`src/assert_macros.svh`:
```
// assertion macros shared by the advection-diffusion stepper rtl
// the macros expect signals named clk and rst_n in the enclosing module
`ifndef ASSERT_MACROS_SVH
`define ASSERT_MACROS_SVH
`ifndef SYNTHESIS
`define ADV_ASSERT(lbl, prop) \
    lbl: assert property (@(posedge clk) disable iff (!rst_n) prop) \
        else $error("assertion failed");
`define ADV_NEVER(lbl, cond) \
    lbl: assert property (@(posedge clk) disable iff (!rst_n) !(cond)) \
        else $error("forbidden condition seen");
`else
`define ADV_ASSERT(lbl, prop)
`define ADV_NEVER(lbl, cond)
`endif
`endif

```
`src/adv1d_pkg.sv`:
```
// types, codes and constants of the 1d advection-diffusion stepper
// no dependencies; imported by every module of the block
package adv1d_pkg;

    localparam int Q_W   = 32;
    localparam int SUM_W = 51;

    localparam logic signed [Q_W-1:0] Q_MAX = 32'sh7FFF_FFFF;
    localparam logic signed [Q_W-1:0] Q_MIN = 32'sh8000_0000;

    localparam logic [1:0] REQ_WRITE   = 2'd0;
    localparam logic [1:0] REQ_ADVANCE = 2'd1;
    localparam logic [1:0] REQ_READ    = 2'd2;

    localparam logic [2:0] CFG_ACTIVE_CELLS  = 3'd0;
    localparam logic [2:0] CFG_INV_DELTA     = 3'd1;
    localparam logic [2:0] CFG_HALF_VELOCITY = 3'd2;
    localparam logic [2:0] CFG_LW_COEF       = 3'd3;
    localparam logic [2:0] CFG_DT_OVER_DELTA = 3'd4;

    localparam logic [6:0]           RST_ACTIVE_CELLS  = 7'd64;
    localparam logic signed [Q_W-1:0] RST_INV_DELTA     = 32'sd425984;
    localparam logic signed [Q_W-1:0] RST_HALF_VELOCITY = 32'sd65536;
    localparam logic signed [Q_W-1:0] RST_LW_COEF       = 32'sd12779;
    localparam logic signed [Q_W-1:0] RST_DT_OVER_DELTA = 32'sd6291;

    typedef enum logic [1:0] {
        ST_IDLE,
        ST_READ,
        ST_SWEEP,
        ST_DRAIN
    } adv1d_state_t;

    typedef struct packed {
        logic signed [Q_W-1:0] inv_delta;
        logic signed [Q_W-1:0] half_velocity;
        logic signed [Q_W-1:0] lw_coef;
        logic signed [Q_W-1:0] dt_over_delta;
    } coef_t;

    // tag of one sweep read beat
    typedef struct packed {
        logic valid;
        logic skip;
        logic first;
        logic last;
    } rd_beat_t;

    typedef struct packed {
        logic valid;
        logic first;
        logic last;
    } stage_tag_t;

    typedef struct packed {
        logic valid;
        logic first;
        logic last;
        logic ovf;
        logic signed [Q_W-1:0] q;
        logic signed [Q_W-1:0] tc;
    } flux_beat_t;

    typedef struct packed {
        logic valid;
        logic last;
    } upd_tag_t;

    typedef struct packed {
        logic done;
        logic ovf;
    } upd_status_t;

    typedef struct packed {
        logic ovf;
        logic signed [Q_W-1:0] val;
    } sat_t;

    function automatic sat_t sat32(input logic signed [SUM_W-1:0] v);
        sat_t r;
        logic [SUM_W-1:Q_W-1] hi;
        hi = v[SUM_W-1:Q_W-1];
        if ((&hi) || (~|hi))
        begin
            r.ovf = 1'b0;
            r.val = v[Q_W-1:0];
        end
        else
        begin
            r.ovf = 1'b1;
            r.val = v[SUM_W-1] ? Q_MIN : Q_MAX;
        end
        return r;
    endfunction

endpackage

```
`src/adv1d_cell_mem.sv`:
```
// grid cell storage: one write port, one read port, registered read data
// uses adv1d_pkg for the cell width
module adv1d_cell_mem #(
    parameter int GRID_CELLS = 64
) (
    input  logic                              clk,
    input  logic                              we,
    input  logic [$clog2(GRID_CELLS)-1:0]     waddr,
    input  logic signed [adv1d_pkg::Q_W-1:0]  wdata,
    input  logic                              re,
    input  logic [$clog2(GRID_CELLS)-1:0]     raddr,
    output logic signed [adv1d_pkg::Q_W-1:0]  rdata
);
    import adv1d_pkg::*;

    logic signed [Q_W-1:0] cell_mem [GRID_CELLS];
    logic signed [Q_W-1:0] rdata_reg;

    always_ff @(posedge clk)
    begin
        if (we)
        begin
            cell_mem[waddr] <= wdata;
        end
    end

    always_ff @(posedge clk)
    begin
        if (re)
        begin
            rdata_reg <= cell_mem[raddr];
        end
    end

    assign rdata = rdata_reg;

endmodule

```
`config.mk`:
```
export PLATFORM = sky130hd
export DESIGN_NAME = adv1d_cell_mem
export DESIGN_NICKNAME = d
export VERILOG_FILES = /design/src/assert_macros.svh /design/src/adv1d_pkg.sv /design/src/adv1d_cell_mem.sv
export SDC_FILE = /design/constraint.sdc
export NUM_CORES = 2
export LEC_CHECK = 0
export BUFFER_PORTS_ARGS = -buffer_cell sky130_fd_sc_hd__buf_2
export CORE_UTILIZATION = 60
export DETAILED_ROUTE_END_ITERATION = 8
export PLACE_DENSITY_LB_ADDON = 0.1
export RECOVER_POWER = 50
export SLEW_MARGIN = 20
export SYNTH_ARGS = -nofsm -noshare
export SYNTH_HDL_FRONTEND = slang
export SYNTH_SLANG_ARGS = --single-unit
```
`constraint.sdc`:
```
create_clock -name clk -period 7 [get_ports clk]
set_clock_uncertainty 0.1 [all_clocks]
set_input_delay 0.35 -clock clk [delete_from_list [all_inputs] [get_ports clk]]
set_output_delay 0.35 -clock clk [all_outputs]
set_load 0.1 [all_outputs]
```
==> results.json <==
{
  "inserted_clock_buffers": 197,
  "worstSetupPathDepth": 7,
  "max_cap_viol_count": 34,
  "grt_pass1_wl_um": 281000,
  "start_util": 0.607,
  "post_drt_via_cell_ratio": 6.85,
  "grt.met1_usage": 0.433,
  "critPathLaunchType": "primary input",
  "synth-warning-count": 0,
  "netlist_instances": 3324,
  "setup_repair_after_global_routing_missed_its_margin": "false",
  "first_iter_violations": 4973,
  "gp_congestion": 0.820,
  "sequential_share_of_the_synthesized_area": 0.792,
  "synth.avg_cell_area_um2": 23.7,
  "worst_margin_slew_ns": 3.72,
  "worst_hold_path_type": "primary input to flop",
  "result_of_the_run": "finished, violations left",
  "grt.overflow.total": 0,
  "finalMaxSlewViolations": 2095,
  "critical_path_s_top_delay_family": "buffers and inverters",
  "die-width_um": 364,
  "setup_total_negative_slack_ns": 0,
  "fp.coreArea_mm2": 0.130,
  "floorplan.rows": 132,
  "synth_fp_nets": 3371,
  "area_growth_from_synthesis_to_layout_pct": 11.9,
  "failed_checks": "capacitance limit, slew limit",
  "critPathLaunch": "raddr[1]",
  "numPlacedInstances": 5072,
  "critical_path.n_buffers_inverters": 3,
  "clk_latency_ns": 0.83,
  "leakage_power_nw": 27.3,
  "timing.final.hold_violations": 0,
  "layout.filler_cells": 7982,
  "power_per_cell_area_mw_per_mm2": 291,
  "critPathSlowestCell": "sky130_fd_sc_hd__o22ai_1",
  "synth-async-reset-ratio": 0,
  "post_drt_wl_per_cell_um": 36.9,
  "required_ns": 7.43,
  "critical_path.max_stage_delay_ns": 0.73,
  "detailroute.via_count": 37300,
  "cp_data_arrival_time_ns": 4.11,
  "synth_seq_cells": 2080,
  "synth-edff-count": 2080,
  "finalNonFillerCells": 5451,
  "design.final.nets": 3584,
  "clkSinkCount": 2080,
  "floorplan.io_pins": 79,
  "setup-violations-final": 0,
  "crit_path_end": "rdata[22]",
  "fmax_ghz": 0.272,
  "detail_route.drc_violations": 0,
  "cts.repair_timing.setup_buffer_count": 0,
  "clock_tree_from_tritoncts": "done",
  "synthFlopType": "sky130_fd_sc_hd__edfxtp_1",
  "post_detailed_routing_wire_length_um": 201000,
  "vias_in_the_first_global_route": 37800,
  "critPathCaptureType": "flop",
  "largest_register_ff_count": 2048,
  "top_usage_layer": "met2",
  "antenna_violations_before_repair": 25,
  "port-buffer-count": 78,
  "drt_pre_antenna_iters": 5,
  "drtAntennaViolNets": 0,
  "rr_worst_depth": 4,
  "htree_levels": 4,
  "worst_ir_drop_vdd_v": 0.000226,
  "crit_chain": "buf_8 > buf_4 > buf_4 > mux4_2 > mux4_2 > o22ai_1 > nor2_1",
  "relSlewSlack": -1.48,
  "timing.critical_path.fanout_max": 87,
  "use_met3": 0.0935,
  "hpwl_um": 106000,
  "min_period_over_period": 0.526,
  "setup_slack_on_the_worst_flop_to_flop_path_ns": 4.17,
  "r2r_end": "rdata[27]",
  "drive_above_1_share": 0.284,
  "cts_max_path_buffers": 3,
  "layout_min_cycle_time_ns": 3.68,
  "largest_net_degree_at_the_start_of_global_routing": 97,
  "post_synth_num_cell_types": 33,
  "gr_usage_total": 0.312,
  "root_buffer": "sky130_fd_sc_hd__clkbuf_16",
  "dieArea_mm2": 0.133,
  "die_h_um": 364,
  "r2r_start": "cell_mem[19][27]",
  "netlist_area_mm2": 0.0788,
  "timing.setup.critical_path_class": "primary input to flop",
  "clkTransAtPathRegs_ns": 0.06,
  "met2_usage_in_global_routing": 0.476
}
## where the power goes
part	internal, mW	switching, mW	leakage (nW)
Combinational	0.438	0.935	5.51
Sequential	13.8	0.0569	18.7
Clock	5.85	4.51	3.07
## metrics by stage
stage               power, mW  instance area (um^2)  utilization  worst slack, ns  hold WS [ns]
floorplan                14.9                 78800            -             3.39         0.349
global placement         15.5                 82000        0.631             2.56         0.722
detailed placement       15.5                 82000        0.631             2.60         0.715
CTS                      25.7                 88200        0.679             3.46        0.0774
global route             26.3                 88200        0.678             3.35         0.285
finish                   25.6                 88200        0.679             3.32         0.277
## cells in the final DEF (no fill, tap or decap), types with 6 or more instances in the layout
cell type | Yosys | final
sky130_fd_sc_hd__clkinv_1 | 0 | 38
sky130_fd_sc_hd__o22ai_1 | 84 | 84
sky130_fd_sc_hd__edfxtp_1 | 2080 | 2080
sky130_fd_sc_hd__diode_2 | 0 | 7
sky130_fd_sc_hd__mux2i_1 | 93 | 93
sky130_fd_sc_hd__bufinv_16 | 0 | 16
sky130_fd_sc_hd__a311oi_1 | 8 | 8
sky130_fd_sc_hd__buf_2 | 57 | 53
sky130_fd_sc_hd__nor2_1 | 137 | 75
sky130_fd_sc_hd__buf_4 | 25 | 88
sky130_fd_sc_hd__mux4_2 | 544 | 544
sky130_fd_sc_hd__nand2_1 | 26 | 25
sky130_fd_sc_hd__clkbuf_16 | 0 | 201
sky130_fd_sc_hd__nor2b_1 | 15 | 13
sky130_fd_sc_hd__a21oi_1 | 62 | 62
sky130_fd_sc_hd__dlygate4sd3_1 | 0 | 6
sky130_fd_sc_hd__clkbuf_1 | 74 | 82
sky130_fd_sc_hd__nand2b_1 | 8 | 8
sky130_fd_sc_hd__clkinv_2 | 0 | 46
sky130_fd_sc_hd__inv_6 | 0 | 6
sky130_fd_sc_hd__nor2_4 | 0 | 61
sky130_fd_sc_hd__buf_12 | 0 | 7
sky130_fd_sc_hd__o221ai_1 | 27 | 27
sky130_fd_sc_hd__a22oi_1 | 12 | 12
## kinds of logic (layout without fill, tap and decap cells)
group           Yosys count  count (layout)  synth area share
simple gates            223             223            0.0126
mux                     637             637             0.167
compound gates          202             202            0.0167
buf+inv                 182             560            0.0112
flops                  2080            2080             0.792
other cells               0               7                 0
## how the worst min path moves through the flow
stage                     from               end  slack, ns  cells past startpoint
2_1_floorplan         wdata[0]    cell_mem[0][0]       0.35                      0
3_3_place_gp   cell_mem[28][4]          rdata[4]       0.72                      4
3_5_place_dp   cell_mem[28][4]          rdata[4]       0.72                      4
4_1_cts              wdata[10]   cell_mem[8][10]       0.08                      2
5_1_grt               raddr[4]          rdata[2]       0.28                      4
6_report              waddr[4]  cell_mem[38][26]       0.28                      3
## timing repair
| action | 4_1_cts | 5_1_grt |
|---|---|---|
| hold buffers | 0 | 6 |
| gates resized for setup | 0 | 0 |
| endpoints found under the hold margin | 0 | 90 |
## cell usage after synthesis, drive strengths merged (2+ instances only)
master | count | area [um^2]
mux4 | 544 | 12300
o221ai | 27 | 236
clkbuf | 74 | 278
nand2b | 8 | 50.1
nand4 | 2 | 12.5
a21oi | 62 | 310
nor2b | 15 | 93.8
nor3 | 7 | 35.0
a311oi | 8 | 70.1
a22oi | 12 | 90.1
or3b | 5 | 43.8
a41o | 4 | 40.0
nand2 | 26 | 97.6
nand3b | 5 | 37.5
edfxtp | 2080 | 62500
or2 | 3 | 18.8
o22ai | 84 | 526
o32ai | 4 | 35.0
nor2 | 137 | 514
mux2i | 93 | 931
and3 | 4 | 25.0
buf | 108 | 608
nand3 | 5 | 25.0
and2 | 2 | 12.5
or3 | 3 | 18.8
## layout make-up
class,instances,area [um^2],share of cell area
diodes,7,17.5,0.000199
flip-flops and latches,2080,62500,0.708
clock inverters,120,1050,0.0119
repair buffers,196,1320,0.0149
multi-input cells,1062,16000,0.181
well taps,1742,2180,0.0247
clock buffers,244,5190,0.0589
## tightest hold or removal path, cell delays in order
cell,delay (ns)
sky130_fd_sc_hd__buf_2,0.17
sky130_fd_sc_hd__or3b_2,0.43
sky130_fd_sc_hd__nor2_4,0.05
## metal layers
metal  vias up  routed length (um)
li1      14700                   -
met1     19900               73300
met2      2300               94900
met3       375               25100
met4        20                7490
met5         -                 148
Power figures use the tool's default switching activity.
