$ cat src/assert_macros.svh
// assertion macros shared by the advection-diffusion stepper rtl
// the macros expect signals named clk and rst_n in the enclosing module
`ifndef ASSERT_MACROS_SVH
`define ASSERT_MACROS_SVH
`ifndef SYNTHESIS
`define ADV_ASSERT(lbl, prop) \
    lbl: assert property (@(posedge clk) disable iff (!rst_n) prop) \
        else $error("assertion failed");
`define ADV_NEVER(lbl, cond) \
    lbl: assert property (@(posedge clk) disable iff (!rst_n) !(cond)) \
        else $error("forbidden condition seen");
`else
`define ADV_ASSERT(lbl, prop)
`define ADV_NEVER(lbl, cond)
`endif
`endif

$ cat src/adv1d_pkg.sv
// types, codes and constants of the 1d advection-diffusion stepper
// no dependencies; imported by every module of the block
package adv1d_pkg;

    localparam int Q_W   = 32;
    localparam int SUM_W = 51;

    localparam logic signed [Q_W-1:0] Q_MAX = 32'sh7FFF_FFFF;
    localparam logic signed [Q_W-1:0] Q_MIN = 32'sh8000_0000;

    localparam logic [1:0] REQ_WRITE   = 2'd0;
    localparam logic [1:0] REQ_ADVANCE = 2'd1;
    localparam logic [1:0] REQ_READ    = 2'd2;

    localparam logic [2:0] CFG_ACTIVE_CELLS  = 3'd0;
    localparam logic [2:0] CFG_INV_DELTA     = 3'd1;
    localparam logic [2:0] CFG_HALF_VELOCITY = 3'd2;
    localparam logic [2:0] CFG_LW_COEF       = 3'd3;
    localparam logic [2:0] CFG_DT_OVER_DELTA = 3'd4;

    localparam logic [6:0]           RST_ACTIVE_CELLS  = 7'd64;
    localparam logic signed [Q_W-1:0] RST_INV_DELTA     = 32'sd425984;
    localparam logic signed [Q_W-1:0] RST_HALF_VELOCITY = 32'sd65536;
    localparam logic signed [Q_W-1:0] RST_LW_COEF       = 32'sd12779;
    localparam logic signed [Q_W-1:0] RST_DT_OVER_DELTA = 32'sd6291;

    typedef enum logic [1:0] {
        ST_IDLE,
        ST_READ,
        ST_SWEEP,
        ST_DRAIN
    } adv1d_state_t;

    typedef struct packed {
        logic signed [Q_W-1:0] inv_delta;
        logic signed [Q_W-1:0] half_velocity;
        logic signed [Q_W-1:0] lw_coef;
        logic signed [Q_W-1:0] dt_over_delta;
    } coef_t;

    // tag of one sweep read beat
    typedef struct packed {
        logic valid;
        logic skip;
        logic first;
        logic last;
    } rd_beat_t;

    typedef struct packed {
        logic valid;
        logic first;
        logic last;
    } stage_tag_t;

    typedef struct packed {
        logic valid;
        logic first;
        logic last;
        logic ovf;
        logic signed [Q_W-1:0] q;
        logic signed [Q_W-1:0] tc;
    } flux_beat_t;

    typedef struct packed {
        logic valid;
        logic last;
    } upd_tag_t;

    typedef struct packed {
        logic done;
        logic ovf;
    } upd_status_t;

    typedef struct packed {
        logic ovf;
        logic signed [Q_W-1:0] val;
    } sat_t;

    function automatic sat_t sat32(input logic signed [SUM_W-1:0] v);
        sat_t r;
        logic [SUM_W-1:Q_W-1] hi;
        hi = v[SUM_W-1:Q_W-1];
        if ((&hi) || (~|hi))
        begin
            r.ovf = 1'b0;
            r.val = v[Q_W-1:0];
        end
        else
        begin
            r.ovf = 1'b1;
            r.val = v[SUM_W-1] ? Q_MIN : Q_MAX;
        end
        return r;
    endfunction

endpackage

$ cat src/adv1d_update.sv
// cell update pipeline: pairs neighboring fluxes, scales, saturates and
// writes the new cell values back in ascending order; uses adv1d_pkg
module adv1d_update #(
    parameter int GRID_CELLS = 64
) (
    input  logic                              clk,
    input  logic                              rst_n,
    input  logic                              start,
    input  adv1d_pkg::flux_beat_t             flux_beat,
    input  adv1d_pkg::coef_t                  coef,
    output logic                              wr_valid,
    output logic [$clog2(GRID_CELLS)-1:0]     wr_addr,
    output logic signed [adv1d_pkg::Q_W-1:0]  wr_data,
    output adv1d_pkg::upd_status_t            status
);
    import adv1d_pkg::*;

    localparam int AW = $clog2(GRID_CELLS);

    logic signed [Q_W-1:0]   q0_reg, q0_next;
    logic signed [Q_W-1:0]   prev_q_reg, prev_q_next;
    logic signed [Q_W-1:0]   prev_tc_reg, prev_tc_next;
    logic                    tail_reg, tail_next;

    upd_tag_t                u1_tag_reg, u1_tag_next;
    logic signed [Q_W:0]     u1_dq_reg, u1_dq_next;
    logic signed [Q_W-1:0]   u1_told_reg, u1_told_next;

    upd_tag_t                u2_tag_reg, u2_tag_next;
    logic signed [2*Q_W:0]   u2_prod_reg, u2_prod_next;
    logic signed [Q_W-1:0]   u2_told_reg, u2_told_next;

    upd_tag_t                u3_tag_reg, u3_tag_next;
    logic signed [SUM_W-2:0] u3_nv_reg, u3_nv_next;

    logic [AW-1:0]           wcnt_reg, wcnt_next;
    logic                    ovf_reg, ovf_next;
    sat_t                    cell_sat;

    // hold the first flux for the wrap face, the previous for each pair
    always_comb
    begin
        q0_next      = (flux_beat.valid && flux_beat.first) ? flux_beat.q : q0_reg;
        prev_q_next  = flux_beat.valid ? flux_beat.q : prev_q_reg;
        prev_tc_next = flux_beat.valid ? flux_beat.tc : prev_tc_reg;
        tail_next    = flux_beat.valid && flux_beat.last;
    end

    always_comb
    begin
        u1_tag_next.valid = tail_reg || (flux_beat.valid && !flux_beat.first);
        u1_tag_next.last  = tail_reg;
        if (tail_reg)
        begin
            u1_dq_next = (Q_W+1)'(prev_q_reg) - (Q_W+1)'(q0_reg);
        end
        else
        begin
            u1_dq_next = (Q_W+1)'(prev_q_reg) - (Q_W+1)'(flux_beat.q);
        end
        u1_told_next = prev_tc_reg;
    end

    always_comb
    begin
        u2_tag_next  = u1_tag_reg;
        u2_prod_next = u1_dq_reg * coef.dt_over_delta;
        u2_told_next = u1_told_reg;
        u3_tag_next  = u2_tag_reg;
        u3_nv_next   = (SUM_W-1)'(u2_told_reg) + (SUM_W-1)'(u2_prod_reg >>> 16);
    end

    always_comb
    begin
        cell_sat = sat32(SUM_W'(u3_nv_reg));
        if (start)
        begin
            wcnt_next = '0;
            ovf_next  = 1'b0;
        end
        else
        begin
            wcnt_next = u3_tag_reg.valid ? wcnt_reg + AW'(1) : wcnt_reg;
            ovf_next  = ovf_reg || (flux_beat.valid && flux_beat.ovf)
                      || (u3_tag_reg.valid && cell_sat.ovf);
        end
    end

    always_ff @(posedge clk or negedge rst_n)
    begin
        if (!rst_n)
        begin
            tail_reg   <= 1'b0;
            u1_tag_reg <= '0;
            u2_tag_reg <= '0;
            u3_tag_reg <= '0;
            wcnt_reg   <= '0;
            ovf_reg    <= 1'b0;
        end
        else
        begin
            tail_reg   <= tail_next;
            u1_tag_reg <= u1_tag_next;
            u2_tag_reg <= u2_tag_next;
            u3_tag_reg <= u3_tag_next;
            wcnt_reg   <= wcnt_next;
            ovf_reg    <= ovf_next;
        end
    end

    always_ff @(posedge clk)
    begin
        q0_reg      <= q0_next;
        prev_q_reg  <= prev_q_next;
        prev_tc_reg <= prev_tc_next;
        u1_dq_reg   <= u1_dq_next;
        u1_told_reg <= u1_told_next;
        u2_prod_reg <= u2_prod_next;
        u2_told_reg <= u2_told_next;
        u3_nv_reg   <= u3_nv_next;
    end

    assign wr_valid    = u3_tag_reg.valid;
    assign wr_addr     = wcnt_reg;
    assign wr_data     = cell_sat.val;
    assign status.done = u3_tag_reg.valid && u3_tag_reg.last;
    assign status.ovf  = ovf_reg || (u3_tag_reg.valid && cell_sat.ovf);

endmodule

$ cat config.mk
export PLATFORM = sky130hd
export DESIGN_NAME = adv1d_update
export DESIGN_NICKNAME = d
export VERILOG_FILES = /design/src/assert_macros.svh /design/src/adv1d_pkg.sv /design/src/adv1d_update.sv
export SDC_FILE = /design/constraint.sdc
export NUM_CORES = 2
export LEC_CHECK = 0
export ABC_AREA = 1
export BUFFER_PORTS_ARGS = -buffer_cell sky130_fd_sc_hd__buf_4
export CORE_ASPECT_RATIO = 1.25
export CORE_UTILIZATION = 55
export CTS_CLUSTER_SIZE = 12
export DETAILED_ROUTE_END_ITERATION = 6
export PLACE_DENSITY = 0.72
export SYNTH_ARGS = -nofsm -noshare
export SYNTH_HDL_FRONTEND = slang
export SYNTH_SLANG_ARGS = --single-unit
$ cat constraint.sdc
create_clock -name clk -period 9.85 [get_ports clk]
set_input_delay 0.4925 -clock clk [delete_from_list [all_inputs] [get_ports clk]]
set_output_delay 0.4925 -clock clk [all_outputs]
set_load 0.01 [all_outputs]
==> impl_metrics.ini <==
[run_status]
run_status = finished clean

[timing]
share_of_the_clock_period_used_by_the_worst_path_pct = 82.8
grt_setup_unrepaired = no
totalNegativeSetupSlack_ps = 0
slew_headroom_pct = 21.6
fin_skew_ps = 33.7
fin_crit_ps = 8150
max_freq_mhz = 123
setup_viol = 0
hold_violations = 0
slew_at_the_pin_closest_to_its_max_slew_limit_ps = 1170
final_number_of_max_transition_violations = 0

[die]
floorplan.core_area_um2 = 95800
floorplan.initialDensity_pct = 55.4
core.rowCount = 127
fp.dieW_um = 280
die_outline_height_um = 349
die-area_um2 = 97800
top_level_ports = 240

[clock_network]
cts.clk_slew.worst_paths_ps = 60
clock_latency_ps = 590
clk_path_buf_depth = 3
tritoncts = done
tritoncts.num_buffers = 36
post_cts_resize_count = 0
ctsHtreeMaxLevel = 2
cts_root_buffer = sky130_fd_sc_hd__clkbuf_16
clock-sinks = 306

[critical_path]
critical_path.endpoint_type = flop
critPathSlowestCell = sky130_fd_sc_hd__fa_1
critical_path_peak_fanout = 32
cp-start-kind = flop
crit_type = reg2reg
cp.arrival_ps = 8630
max_stage_delay_ps = 860
critPathRequiredTime_ps = 10330

[yosys]
synth_largest_area_cell = sky130_fd_sc_hd__fa_1
cell_area_after_synthesis_um2 = 53100
synth_fp_nets = 8244
postSynthRegisterBits = 306
netlist_instances = 6668
synth_sequential_area_ratio_pct = 13.5
synth.top_cells.by_area = sky130_fd_sc_hd__fa_1 (42%), sky130_fd_sc_hd__inv_1 (13%), sky130_fd_sc_hd__nand2_1 (13%)
synth.top_cell.area_share_pct = 42.0
synth.avg_cell_area_um2 = 7.96
synth.lib_cells_used.distinct = 39
synth.yosys.warnings = 0

[global_route]
antenna_violations_before_repair = 5
grt_start_max_net_pins = 36
grt_first_pass_wirelength_mm = 243
grt_util_all_layers_pct = 32.6
grt_pass1_vias = 45626
grt-ovfl-total = 0

[placement]
place_hpwl_mm = 126
buffer_ports.inserted = 143
gpl.final_weighted_congestion = 1.01

[finish]
fin_nets = 8228
area_delta_synth_final_pct = 6.19
n_fill_cell = 8687
fraction_of_layout_instances_using_a_drive_strength_above_1_pct = 4.40
flip_flop_count_of_the_largest_register_all_copies_and_words_added = 50

[routing]
wire_per_inst_um = 19.0
drt_wl_total_mm = 152
drt_pre_antenna_iters = 7
avgViaCountPerCell = 5.22
route.vias.total = 41590
post-route-drc-count = 0
final_antenna_net_count = 0
dr.first_iter.drc_count = 2462

[worst_hold_path]
timing.hold.worst.class = in2reg

[flow_run]
max-cap-violations = 0
## through the flow
step	util, %	worst slack (ps)	instances	hold WS (ps)	cell area (um^2)
after detailed placement	57.6	1430	7903	312	55200
after CTS	58.8	1660	7969	60.0	56400
final	58.8	1700	7973	86.0	56400
after floorplan	-	2630	6668	197	53100
after global routing	58.8	1120	7972	66.1	56400
after global placement	57.6	1540	7903	312	55200
## critical path: cells and delay by family, from the launching register on
family / cells / cell delay (ps)
AND/OR/NAND/NOR: 9 / 1360
adder cells (fa/ha/maj): 9 / 4670
flip-flops: 1 / 300
buffers and inverters: 9 / 1670
## synthesized netlist by cell type
| library cell | n |
|---|---|
| sky130_fd_sc_hd__nor3_2 | 5 |
| sky130_fd_sc_hd__inv_1 | 1876 |
| sky130_fd_sc_hd__inv_2 | 29 |
| sky130_fd_sc_hd__clkinv_1 | 5 |
| sky130_fd_sc_hd__nor4_1 | 8 |
| sky130_fd_sc_hd__dfrtp_1 | 14 |
| sky130_fd_sc_hd__a21o_1 | 8 |
| sky130_fd_sc_hd__nor2_2 | 2 |
| sky130_fd_sc_hd__a31oi_1 | 7 |
| sky130_fd_sc_hd__o21ai_1 | 20 |
| sky130_fd_sc_hd__buf_1 | 13 |
| sky130_fd_sc_hd__clkbuf_1 | 219 |
| sky130_fd_sc_hd__nand3_2 | 1 |
| sky130_fd_sc_hd__o21bai_1 | 25 |
| sky130_fd_sc_hd__mux2i_1 | 30 |
| sky130_fd_sc_hd__nand2_1 | 1804 |
| sky130_fd_sc_hd__ha_1 | 264 |
| sky130_fd_sc_hd__buf_2 | 4 |
| sky130_fd_sc_hd__o21a_1 | 5 |
| sky130_fd_sc_hd__o21ai_0 | 102 |
| sky130_fd_sc_hd__nand3_1 | 124 |
| sky130_fd_sc_hd__a21oi_2 | 2 |
| sky130_fd_sc_hd__nand3b_1 | 7 |
| sky130_fd_sc_hd__or2_1 | 1 |
| sky130_fd_sc_hd__a21oi_1 | 190 |
| sky130_fd_sc_hd__xor2_1 | 70 |
| sky130_fd_sc_hd__fa_1 | 1113 |
| sky130_fd_sc_hd__and2_1 | 1 |
| sky130_fd_sc_hd__a21boi_0 | 2 |
| sky130_fd_sc_hd__nor3_1 | 19 |
| sky130_fd_sc_hd__nand4_1 | 46 |
| sky130_fd_sc_hd__dfxtp_1 | 196 |
| sky130_fd_sc_hd__nand2_2 | 4 |
| sky130_fd_sc_hd__o211ai_1 | 4 |
| sky130_fd_sc_hd__edfxtp_1 | 96 |
| sky130_fd_sc_hd__xnor2_1 | 14 |
| sky130_fd_sc_hd__or3b_1 | 2 |
| sky130_fd_sc_hd__nor2_1 | 327 |
| sky130_fd_sc_hd__or2_2 | 9 |
## area by class of cell
cell class | count | area, um^2 | area share [%]
repair buffers | 182 | 1380 | 2.45
well taps | 1290 | 1610 | 2.86
multi-input cells | 4216 | 37900 | 67.2
flip-flops and latches | 306 | 7170 | 12.7
inverters | 1910 | 7170 | 12.7
diodes | 4 | 10.0 | 0.0178
clock inverters | 16 | 180 | 0.320
clock buffers | 49 | 980 | 1.74
## cells by family after synthesis
logic type | after synthesis | share of synthesized area, %
buf+inv | 2146 | 15.2
flops | 306 | 13.5
xor+xnor | 84 | 1.39
simple gates | 2360 | 17.5
mux | 30 | 0.566
compound gates | 365 | 3.68
fa+ha+maj | 1377 | 48.2
## layout by cell type, fill, tap and decap left out, drive strengths merged, types with 8 or more instances in the layout
master | Yosys | routed
mux2i | 30 | 30
ha | 264 | 264
dfxtp | 196 | 196
a21oi | 192 | 192
fa | 1113 | 1113
buf | 17 | 181
xor2 | 70 | 70
a21o | 8 | 8
nor3 | 24 | 24
edfxtp | 96 | 96
inv | 1905 | 1908
clkbuf | 219 | 49
nand2 | 1808 | 1808
nand3 | 125 | 125
nor4 | 8 | 8
o21ai | 122 | 122
nor2 | 329 | 329
nand4 | 46 | 46
or2 | 10 | 10
clkinv | 5 | 13
o21bai | 25 | 25
dfrtp | 14 | 14
xnor2 | 14 | 14
## worst paths after layout
kind	startpoint	end	slack, ps	cells past startpoint
max	u1_dq_reg[32]	u2_prod_reg[52]	1700	27
max in group asynchronous	rst_n	tail_reg	9310	2
min	flux_beat[8]	prev_tc_reg[8]	90	1
min in group asynchronous	rst_n	wr_addr[1]	320	2
max reg2reg	u1_dq_reg[32]	u2_prod_reg[52]	1700	27
min reg2reg	u1_told_reg[4]	u2_told_reg[4]	330	0
## per-layer routing
metal | GRT usage [%] | routed length [um] | vias to the layer above
met5 | 0 | 27 | -
li1 | - | - | 18988
met1 | 37.3 | 55400 | 20594
met4 | 16.5 | 8510 | 4
met3 | 4.61 | 9110 | 502
met2 | 59.1 | 78500 | 1502
## what timing repair did
action                                 in CTS  in global routing
hold buffers                                1                  0
setup buffers                               0                  0
endpoints found under the hold margin      14                  0
Power is left out: the tool's default activity adds up to more than one toggle a clock period on the data nets, which glitch-free logic cannot reach.
